===== src/rtl/sgi_pkg.sv =====
// Shared types and constants for the scan gap interpolation block.
package sgi_pkg;

    // Field widths.
    localparam int RANGE_W = 16;
    localparam int COUNT_W = 13;
    localparam int CFG_W   = 16;

    // Longest gap run that is counted; longer runs saturate here.
    localparam int MAX_SCAN_POINTS = 4096;
    localparam int RUN_W = $clog2(MAX_SCAN_POINTS + 1);

    // Configuration register indexes.
    localparam int CFG_IDX_W = 2;
    typedef enum logic [CFG_IDX_W-1:0] {
        CFG_MIN_VALID = 2'd0,
        CFG_MAX_VALID = 2'd1,
        CFG_FILL_DEF  = 2'd2
    } cfg_index_t;

    // Reset values of the configuration registers.
    localparam logic [CFG_W-1:0] MIN_VALID_RST = 16'd500;
    localparam logic [CFG_W-1:0] MAX_VALID_RST = 16'd25000;
    localparam logic [CFG_W-1:0] FILL_DEF_RST  = 16'd10000;

    // Result queue sizing.
    localparam int FIFO_DEPTH = 4;
    localparam int PTR_W = $clog2(FIFO_DEPTH);
    localparam int CNT_W = $clog2(FIFO_DEPTH + 1);

    // One result transaction.
    typedef struct packed {
        logic [RANGE_W-1:0] range_mm;
        logic [COUNT_W-1:0] count;
        logic               filled;
        logic               last;
        logic               done;
    } result_t;

    // Truncated mean of two ranges through a 17-bit sum.
    function automatic logic [RANGE_W-1:0] mean_mm(input logic [RANGE_W-1:0] a,
                                                    input logic [RANGE_W-1:0] b);
        logic [RANGE_W:0] sum;
        sum = {1'b0, a} + {1'b0, b};
        return sum[RANGE_W:1];
    endfunction

endpackage


===== src/rtl/scan_gap_interpolation.sv =====
// Top level of the scan gap interpolation block.
//
// Input channel: one lidar range sample per transaction (range_mm) with
// end_of_scan on the final point, accepted when in_valid is high and
// in_stall is low. Output channel: result transactions on out_valid and
// out_stall, each a range with a repeat count and flags.
// An input transaction yields zero, one or two results. All state updates
// happen in the cycle the sample is accepted and the results are written
// into a four-entry result queue and offered from its head in order. The
// block accepts one sample per cycle as long as the queue holds room for
// two results; the output side drains one result per cycle while out_stall
// is low, so samples that produce two results can fill the queue and raise
// in_stall until it drains. When the receiver stalls, the head result holds
// and the queue fills; in_stall rises once fewer than two slots are free.
// Configuration is a plain write port (cfg_we, cfg_index, cfg_data); the
// index past the last register is ignored. Reset clears the queue, loads
// the configuration defaults and sets both held ranges to the fill default.
module scan_gap_interpolation (
    input  logic                                clk,
    input  logic                                rst_n,
    input  logic                                cfg_we,
    input  logic [sgi_pkg::CFG_IDX_W-1:0]       cfg_index,
    input  logic [sgi_pkg::CFG_W-1:0]           cfg_data,
    input  logic                                in_valid,
    output logic                                in_stall,
    input  logic [sgi_pkg::RANGE_W-1:0]         range_mm,
    input  logic                                end_of_scan,
    output logic                                out_valid,
    input  logic                                out_stall,
    output logic [sgi_pkg::RANGE_W-1:0]         out_range_mm,
    output logic [sgi_pkg::COUNT_W-1:0]         repeat_count,
    output logic                                is_filled,
    output logic                                last_of_item,
    output logic                                scan_done
);

    logic [sgi_pkg::CFG_W-1:0]   min_valid_reg;
    logic [sgi_pkg::CFG_W-1:0]   max_valid_reg;
    logic [sgi_pkg::CFG_W-1:0]   fill_def_reg;

    logic [sgi_pkg::RANGE_W-1:0] prev_reg, prev_next;
    logic [sgi_pkg::RANGE_W-1:0] nextv_reg, nextv_next;
    logic [sgi_pkg::RUN_W-1:0]   run_reg, run_next;
    logic [sgi_pkg::RUN_W-1:0]   run_inc;

    logic                        accept;
    logic                        sample_ok;
    logic [1:0]                  wr_num;
    sgi_pkg::result_t            res0, res1, head;

    // Configuration registers.
    always_ff @(posedge clk or negedge rst_n)
    begin
        if (!rst_n)
        begin
            min_valid_reg <= sgi_pkg::MIN_VALID_RST;
            max_valid_reg <= sgi_pkg::MAX_VALID_RST;
            fill_def_reg  <= sgi_pkg::FILL_DEF_RST;
        end
        else if (cfg_we)
        begin
            case (cfg_index)
                sgi_pkg::CFG_MIN_VALID: min_valid_reg <= cfg_data;
                sgi_pkg::CFG_MAX_VALID: max_valid_reg <= cfg_data;
                sgi_pkg::CFG_FILL_DEF:  fill_def_reg  <= cfg_data;
                default: ;
            endcase
        end
    end

    // Classify the sample, build the results and the next held state.
    always_comb
    begin
        accept    = in_valid && !in_stall;
        sample_ok = (range_mm > min_valid_reg) && (range_mm < max_valid_reg);
        run_inc   = (run_reg < sgi_pkg::RUN_W'(sgi_pkg::MAX_SCAN_POINTS)) ?
                    run_reg + sgi_pkg::RUN_W'(1) : run_reg;

        prev_next  = prev_reg;
        nextv_next = nextv_reg;
        run_next   = run_reg;
        wr_num     = 2'd0;
        res0       = '0;
        res1       = '0;

        if (sample_ok)
        begin
            if (run_reg != '0)
            begin
                // Close the gap with a fill, then the sample itself.
                res0.range_mm = sgi_pkg::mean_mm(prev_reg, range_mm);
                res0.count    = sgi_pkg::COUNT_W'(run_reg);
                res0.filled   = 1'b1;
                res1.range_mm = range_mm;
                res1.count    = sgi_pkg::COUNT_W'(1);
                res1.last     = 1'b1;
                res1.done     = end_of_scan;
                nextv_next    = range_mm;
                wr_num        = 2'd2;
            end
            else
            begin
                res0.range_mm = range_mm;
                res0.count    = sgi_pkg::COUNT_W'(1);
                res0.last     = 1'b1;
                res0.done     = end_of_scan;
                wr_num        = 2'd1;
            end
            prev_next = range_mm;
            run_next  = '0;
        end
        else
        begin
            run_next = run_inc;
            if (end_of_scan)
            begin
                // Pending gap at end of scan uses the stale next value.
                res0.range_mm = sgi_pkg::mean_mm(prev_reg, nextv_reg);
                res0.count    = sgi_pkg::COUNT_W'(run_inc);
                res0.filled   = 1'b1;
                res0.last     = 1'b1;
                res0.done     = 1'b1;
                wr_num        = 2'd1;
            end
        end

        // End of scan returns the held values to the fill default.
        if (end_of_scan)
        begin
            prev_next  = fill_def_reg;
            nextv_next = fill_def_reg;
            run_next   = '0;
        end

        if (!accept)
        begin
            prev_next  = prev_reg;
            nextv_next = nextv_reg;
            run_next   = run_reg;
            wr_num     = 2'd0;
        end
    end

    // Held state.
    always_ff @(posedge clk or negedge rst_n)
    begin
        if (!rst_n)
        begin
            prev_reg  <= sgi_pkg::FILL_DEF_RST;
            nextv_reg <= sgi_pkg::FILL_DEF_RST;
            run_reg   <= '0;
        end
        else
        begin
            prev_reg  <= prev_next;
            nextv_reg <= nextv_next;
            run_reg   <= run_next;
        end
    end

    // Result queue.
    sgi_res_fifo u_res_fifo (
        .clk      (clk),
        .rst_n    (rst_n),
        .wr_num   (wr_num),
        .wr_data0 (res0),
        .wr_data1 (res1),
        .no_room  (in_stall),
        .rd_valid (out_valid),
        .rd_stall (out_stall),
        .rd_data  (head)
    );

    assign out_range_mm = head.range_mm;
    assign repeat_count = head.count;
    assign is_filled    = head.filled;
    assign last_of_item = head.last;
    assign scan_done    = head.done;

    // The gap run never counts past its saturation point.
    assert property (@(posedge clk) disable iff (!rst_n)
        run_reg <= sgi_pkg::RUN_W'(sgi_pkg::MAX_SCAN_POINTS))
        else $error("gap run count exceeds its limit");

    // An accepted end of scan always leaves no pending gap.
    assert property (@(posedge clk) disable iff (!rst_n)
        (accept && end_of_scan) |=> (run_reg == '0))
        else $error("gap run still pending after end of scan");

    // An accepted end of scan always produces at least one result.
    assert property (@(posedge clk) disable iff (!rst_n)
        (accept && end_of_scan) |=> out_valid)
        else $error("end of scan produced no result");

    // A scan-done result is always the last result of its transaction.
    assert property (@(posedge clk) disable iff (!rst_n)
        (out_valid && scan_done) |-> last_of_item)
        else $error("scan done flagged on a result that is not last");

endmodule


===== src/rtl/sgi_res_fifo.sv =====
// Result queue that takes up to two results per cycle and delivers one while rd_stall is low.
module sgi_res_fifo (
    input  logic                clk,
    input  logic                rst_n,
    input  logic [1:0]          wr_num,
    input  sgi_pkg::result_t    wr_data0,
    input  sgi_pkg::result_t    wr_data1,
    output logic                no_room,
    output logic                rd_valid,
    input  logic                rd_stall,
    output sgi_pkg::result_t    rd_data
);

    sgi_pkg::result_t                 mem [sgi_pkg::FIFO_DEPTH];
    logic [sgi_pkg::PTR_W-1:0]        wptr_reg, wptr_next;
    logic [sgi_pkg::PTR_W-1:0]        rptr_reg, rptr_next;
    logic [sgi_pkg::CNT_W-1:0]        count_reg, count_next;
    logic                             pop;
    logic [sgi_pkg::PTR_W-1:0]        wptr_plus1;

    // Pointer and fill count updates.
    always_comb
    begin
        pop        = rd_valid && !rd_stall;
        wptr_plus1 = wptr_reg + sgi_pkg::PTR_W'(1);
        wptr_next  = wptr_reg + sgi_pkg::PTR_W'(wr_num);
        rptr_next  = pop ? rptr_reg + sgi_pkg::PTR_W'(1) : rptr_reg;
        count_next = count_reg + sgi_pkg::CNT_W'(wr_num) - sgi_pkg::CNT_W'(pop);
    end

    always_ff @(posedge clk or negedge rst_n)
    begin
        if (!rst_n)
        begin
            wptr_reg  <= '0;
            rptr_reg  <= '0;
            count_reg <= '0;
        end
        else
        begin
            wptr_reg  <= wptr_next;
            rptr_reg  <= rptr_next;
            count_reg <= count_next;
        end
    end

    // Entry storage; the second write lands one slot after the first.
    always_ff @(posedge clk)
    begin
        if (wr_num != 2'd0)
        begin
            mem[wptr_reg] <= wr_data0;
        end
        if (wr_num == 2'd2)
        begin
            mem[wptr_plus1] <= wr_data1;
        end
    end

    // Read side and back-pressure: keep room for two results.
    assign rd_valid = (count_reg != '0);
    assign rd_data  = mem[rptr_reg];
    assign no_room  = (count_reg > sgi_pkg::CNT_W'(sgi_pkg::FIFO_DEPTH - 2));

endmodule


===== config.mk =====
export PLATFORM = sky130hd
export DESIGN_NAME = scan_gap_interpolation
export DESIGN_NICKNAME = d
export VERILOG_FILES = /design/src/rtl/sgi_pkg.sv /design/src/rtl/scan_gap_interpolation.sv /design/src/rtl/sgi_res_fifo.sv
export SDC_FILE = /design/constraint.sdc
export NUM_CORES = 1
export LEC_CHECK = 0
export ABC_AREA = 0
export ABC_CLOCK_PERIOD_IN_PS = 8300
export BUFFER_PORTS_ARGS = -buffer_cell sky130_fd_sc_hd__buf_2
export CAP_MARGIN = 20
export CORE_MARGIN = 4
export CORE_UTILIZATION = 30
export DETAILED_ROUTE_END_ITERATION = 8
export GPL_ROUTABILITY_DRIVEN = 0
export PLACE_DENSITY = 0.43
export SLEW_MARGIN = 20
export SYNTH_ARGS = -nofsm -noshare
export SYNTH_HDL_FRONTEND = slang
export SYNTH_SLANG_ARGS = --single-unit

===== constraint.sdc =====
create_clock -name clk -period 8.3 [get_ports clk]
set_clock_uncertainty 0.2 [all_clocks]
set_input_delay 0.83 -clock clk [delete_from_list [all_inputs] [get_ports clk]]
set_output_delay 0.83 -clock clk [all_outputs]
set_load 0.02 [all_outputs]

==> impl_metrics.py <==
metrics = {
    "floorplanning": {
        "io_pins": 74,
        "start_util_pct": 30.4,
        "dieArea_sq_um": 46100,
        "die_h_microns": 215,
        "die_w_microns": 215,
        "placementRows": 75,
        "fp.coreArea_sq_um": 42100,
    },
    "worst_setup_path": {
        "cp-end-kind": "flop",
        "crit_buf_inv": 2,
        "cp_top_family": "simple AND/OR/NAND/NOR gates",
        "worst_path_most_repeated_cell": "nand2_1",
        "reg2reg_setup_slack_ns": 3.60,
        "crit_type": "input port to flop",
        "crit_end": "u_res_fifo.mem[0][21]",
        "critical_path_peak_fanout": 19,
        "cp_slowest_cell": "nand2_1",
        "critPathMaxStageDelay_ns": 0.85,
        "cp_data_required_time_ns": 8.28,
        "reg2reg_from": "min_valid_reg[7]",
        "arrival_ns": 4.68,
        "reg2reg_depth": 10,
        "path_depth": 11,
        "start_kind": "input port",
        "crit_start": "range_mm[0]",
        "crit_chain": "buf_2 -> inv_1 -> ha_1 -> and4_1 -> and4_1 -> a2111o_1 -> a311o_1 -> or2_2 -> nand2_1 -> nand2_1 -> nand2_1",
        "reg2reg_to": "u_res_fifo.mem[0][21]",
    },
    "grt": {
        "grt_pass1_vias": 9749,
        "grt_max_degree": 62,
        "grt_overflow_total": 0,
        "grt_usage_pct": 16.2,
        "antenna_found_initial": 0,
        "grt_pass1_wl_microns": 59600,
    },
    "min_path": {
        "hold_path.class": "input port to async pin",
    },
    "sta": {
        "hold_slack_ns": 0.173,
        "finalCritPeriodShare_pct": 56.7,
        "period_needed_ns": 4.70,
        "rsz0062_at_grt": "no",
        "worst_pin_slew_ns": 1.00,
        "slew_viol_final": 0,
        "finalSetupViolCount": 0,
        "hold_violations": 0,
        "max_freq_ghz": 0.213,
        "tns_ns": 0,
        "relSlewSlack_pct": 33.1,
    },
    "final_layout": {
        "final_cell_mix": "nand2_1, nor2_1, o21ai_0",
        "diodes": 0,
        "num-nets-final": 1383,
        "area_growth_pct": 14.4,
        "stdcell_area_sq_um": 14700,
        "largest-register": "u_res_fifo.mem",
        "largest_register_ff_count": 128,
        "drive_above_1_share_pct": 21.2,
    },
    "clock_network": {
        "cts_made_buffers": 29,
        "htree_levels": 1,
        "cts_sinks": 228,
        "worstSkewPairLatency_ns": 0.58,
        "cts_tree": "yes",
        "cts_max_path_buffers": 3,
        "clk_pin_slew_ns": 0.06,
        "cts_resized": 0,
        "ctsHoldBuffers": 0,
        "root_buffer": "clkbuf_16",
        "post-cts-setup-buffers": 0,
    },
    "logic_synthesis": {
        "avgSynthCellArea_sq_um": 10.5,
        "async_flop_share_pct": 43.9,
        "netlist_area_sq_um": 12800,
        "synthDistinctLibCells": 75,
        "netlist_instances": 1216,
        "synth_nets": 1326,
        "yosys.area.top_type_share_pct": 17.8,
        "synth_area_leaders": "edfxtp_1, dfrtp_1, dfxtp_1",
        "ys.flop_type": "edfxtp_1",
        "synth_edf_count": 76,
        "synth_top_area_cell": "edfxtp_1",
        "ys_ff_latch": 228,
        "synth-seq-area-share_pct": 45.7,
        "yosysWarnings": 0,
    },
    "placement": {
        "numPortBuffers": 73,
        "placed_cell_area_sq_um": 13700,
        "hpwl_microns": 27400,
    },
    "route": {
        "vias_per_cell": 5.28,
        "dr.pass1.iters": 5,
        "wl_per_cell_microns": 21.0,
        "wirelength_microns": 38500,
        "drc_errors": 0,
        "vias": 9689,
        "first_iter_violations": 644,
        "ant_nets": 0,
    },
    "power_and_ir_drop": {
        "power.total_mw": 5.49,
        "power_density_nw_per_um2": 375,
        "max-vdd-ir-drop_mv": 0.211,
        "p_leak_nw": 5.86,
    },
    "outcome": {
        "outcome": "complete, no violations",
    },
    "job": {
        "cap_violations": 0,
    },
}
worst min-delay path by stage:
stage	end	depth (start not counted)	startpoint
global route	max_valid_reg[15]	1	rst_n
CTS	run_reg[3]	1	rst_n
global placement	u_res_fifo.mem[0][2]	2	u_res_fifo.mem[0][2]
finish	max_valid_reg[15]	1	rst_n
detailed placement	u_res_fifo.mem[2][2]	2	u_res_fifo.mem[2][2]
floorplan	u_res_fifo.mem[2][2]	2	u_res_fifo.mem[2][2]
routing by layer:
metal  vias up  track usage (%)  wire (microns)
li1       4665                -               -
met1      4733             23.7           18800
met2       245             25.5           17000
met3        46             2.44            1910
met4         0             4.00             774
met5         -                0               0
cells by family (layout without fill, tap and decap cells):
logic type / after synthesis / count (layout) / share of synthesized area, %
xor gates and xnor gates: 29 / 29 / 1.98
muxes: 84 / 84 / 10.0
DFF: 228 / 228 / 45.7
and+or+nand+nor: 322 / 322 / 11.7
buffers and inverters: 120 / 200 / 4.24
adders and majority gates: 70 / 70 / 7.01
AOI/OAI and AO/OA: 363 / 363 / 19.4
Yosys cell counts, types with 6 or more instances:
cell type,n
o21ai_1,13
nand3_1,16
o21ai_0,90
inv_1,51
o21a_1,7
dfxtp_1,52
clkbuf_1,37
buf_6,6
dfstp_2,27
nand2_1,109
a211oi_1,36
a211oi_2,17
a31oi_1,7
xnor2_1,19
and2_1,6
and3_1,10
nand4_1,9
and4_1,6
xor2_1,10
a21o_1,20
dfrtp_1,73
o22ai_1,9
ha_1,67
buf_2,11
nor2b_1,7
nor4_1,6
buf_1,6
a22oi_1,8
buf_4,9
nor3_1,9
mux2i_1,18
a21oi_1,71
a22o_1,33
mux4_2,32
mux2_2,34
edfxtp_1,76
nor2_1,109
final cells by class:
| class | count | area [sq um] |
|---|---|---|
| fillers | 4261 | 27500 |
| inverters | 51 | 191 |
| repair buffers | 95 | 533 |
| clock buffers | 44 | 875 |
| flip-flops and latches | 228 | 5860 |
| multi-input cells | 868 | 6450 |
| well taps | 539 | 674 |
| clock inverters | 10 | 75.1 |
through the flow:
| step | utilization [%] | setup slack (ns) | instances |
|---|---|---|---|
| after floorplan | - | 3.92 | 1216 |
| after global placement | 32.5 | 3.12 | 1781 |
| after detailed placement | 32.5 | 3.02 | 1781 |
| after CTS | 34.8 | 3.57 | 1835 |
| after global routing | 34.8 | 3.39 | 1835 |
| final | 34.8 | 3.60 | 1835 |
report_power, final:
group	leakage, nW	internal [mW]	total (mW)	switching (mW)
clock	0.475	0.731	1.24	0.512
sequential	2.31	1.52	1.69	0.180
combinational	3.07	1.02	2.55	1.54
total	5.86	3.26	5.49	2.23
Power figures use the tool's default switching activity.
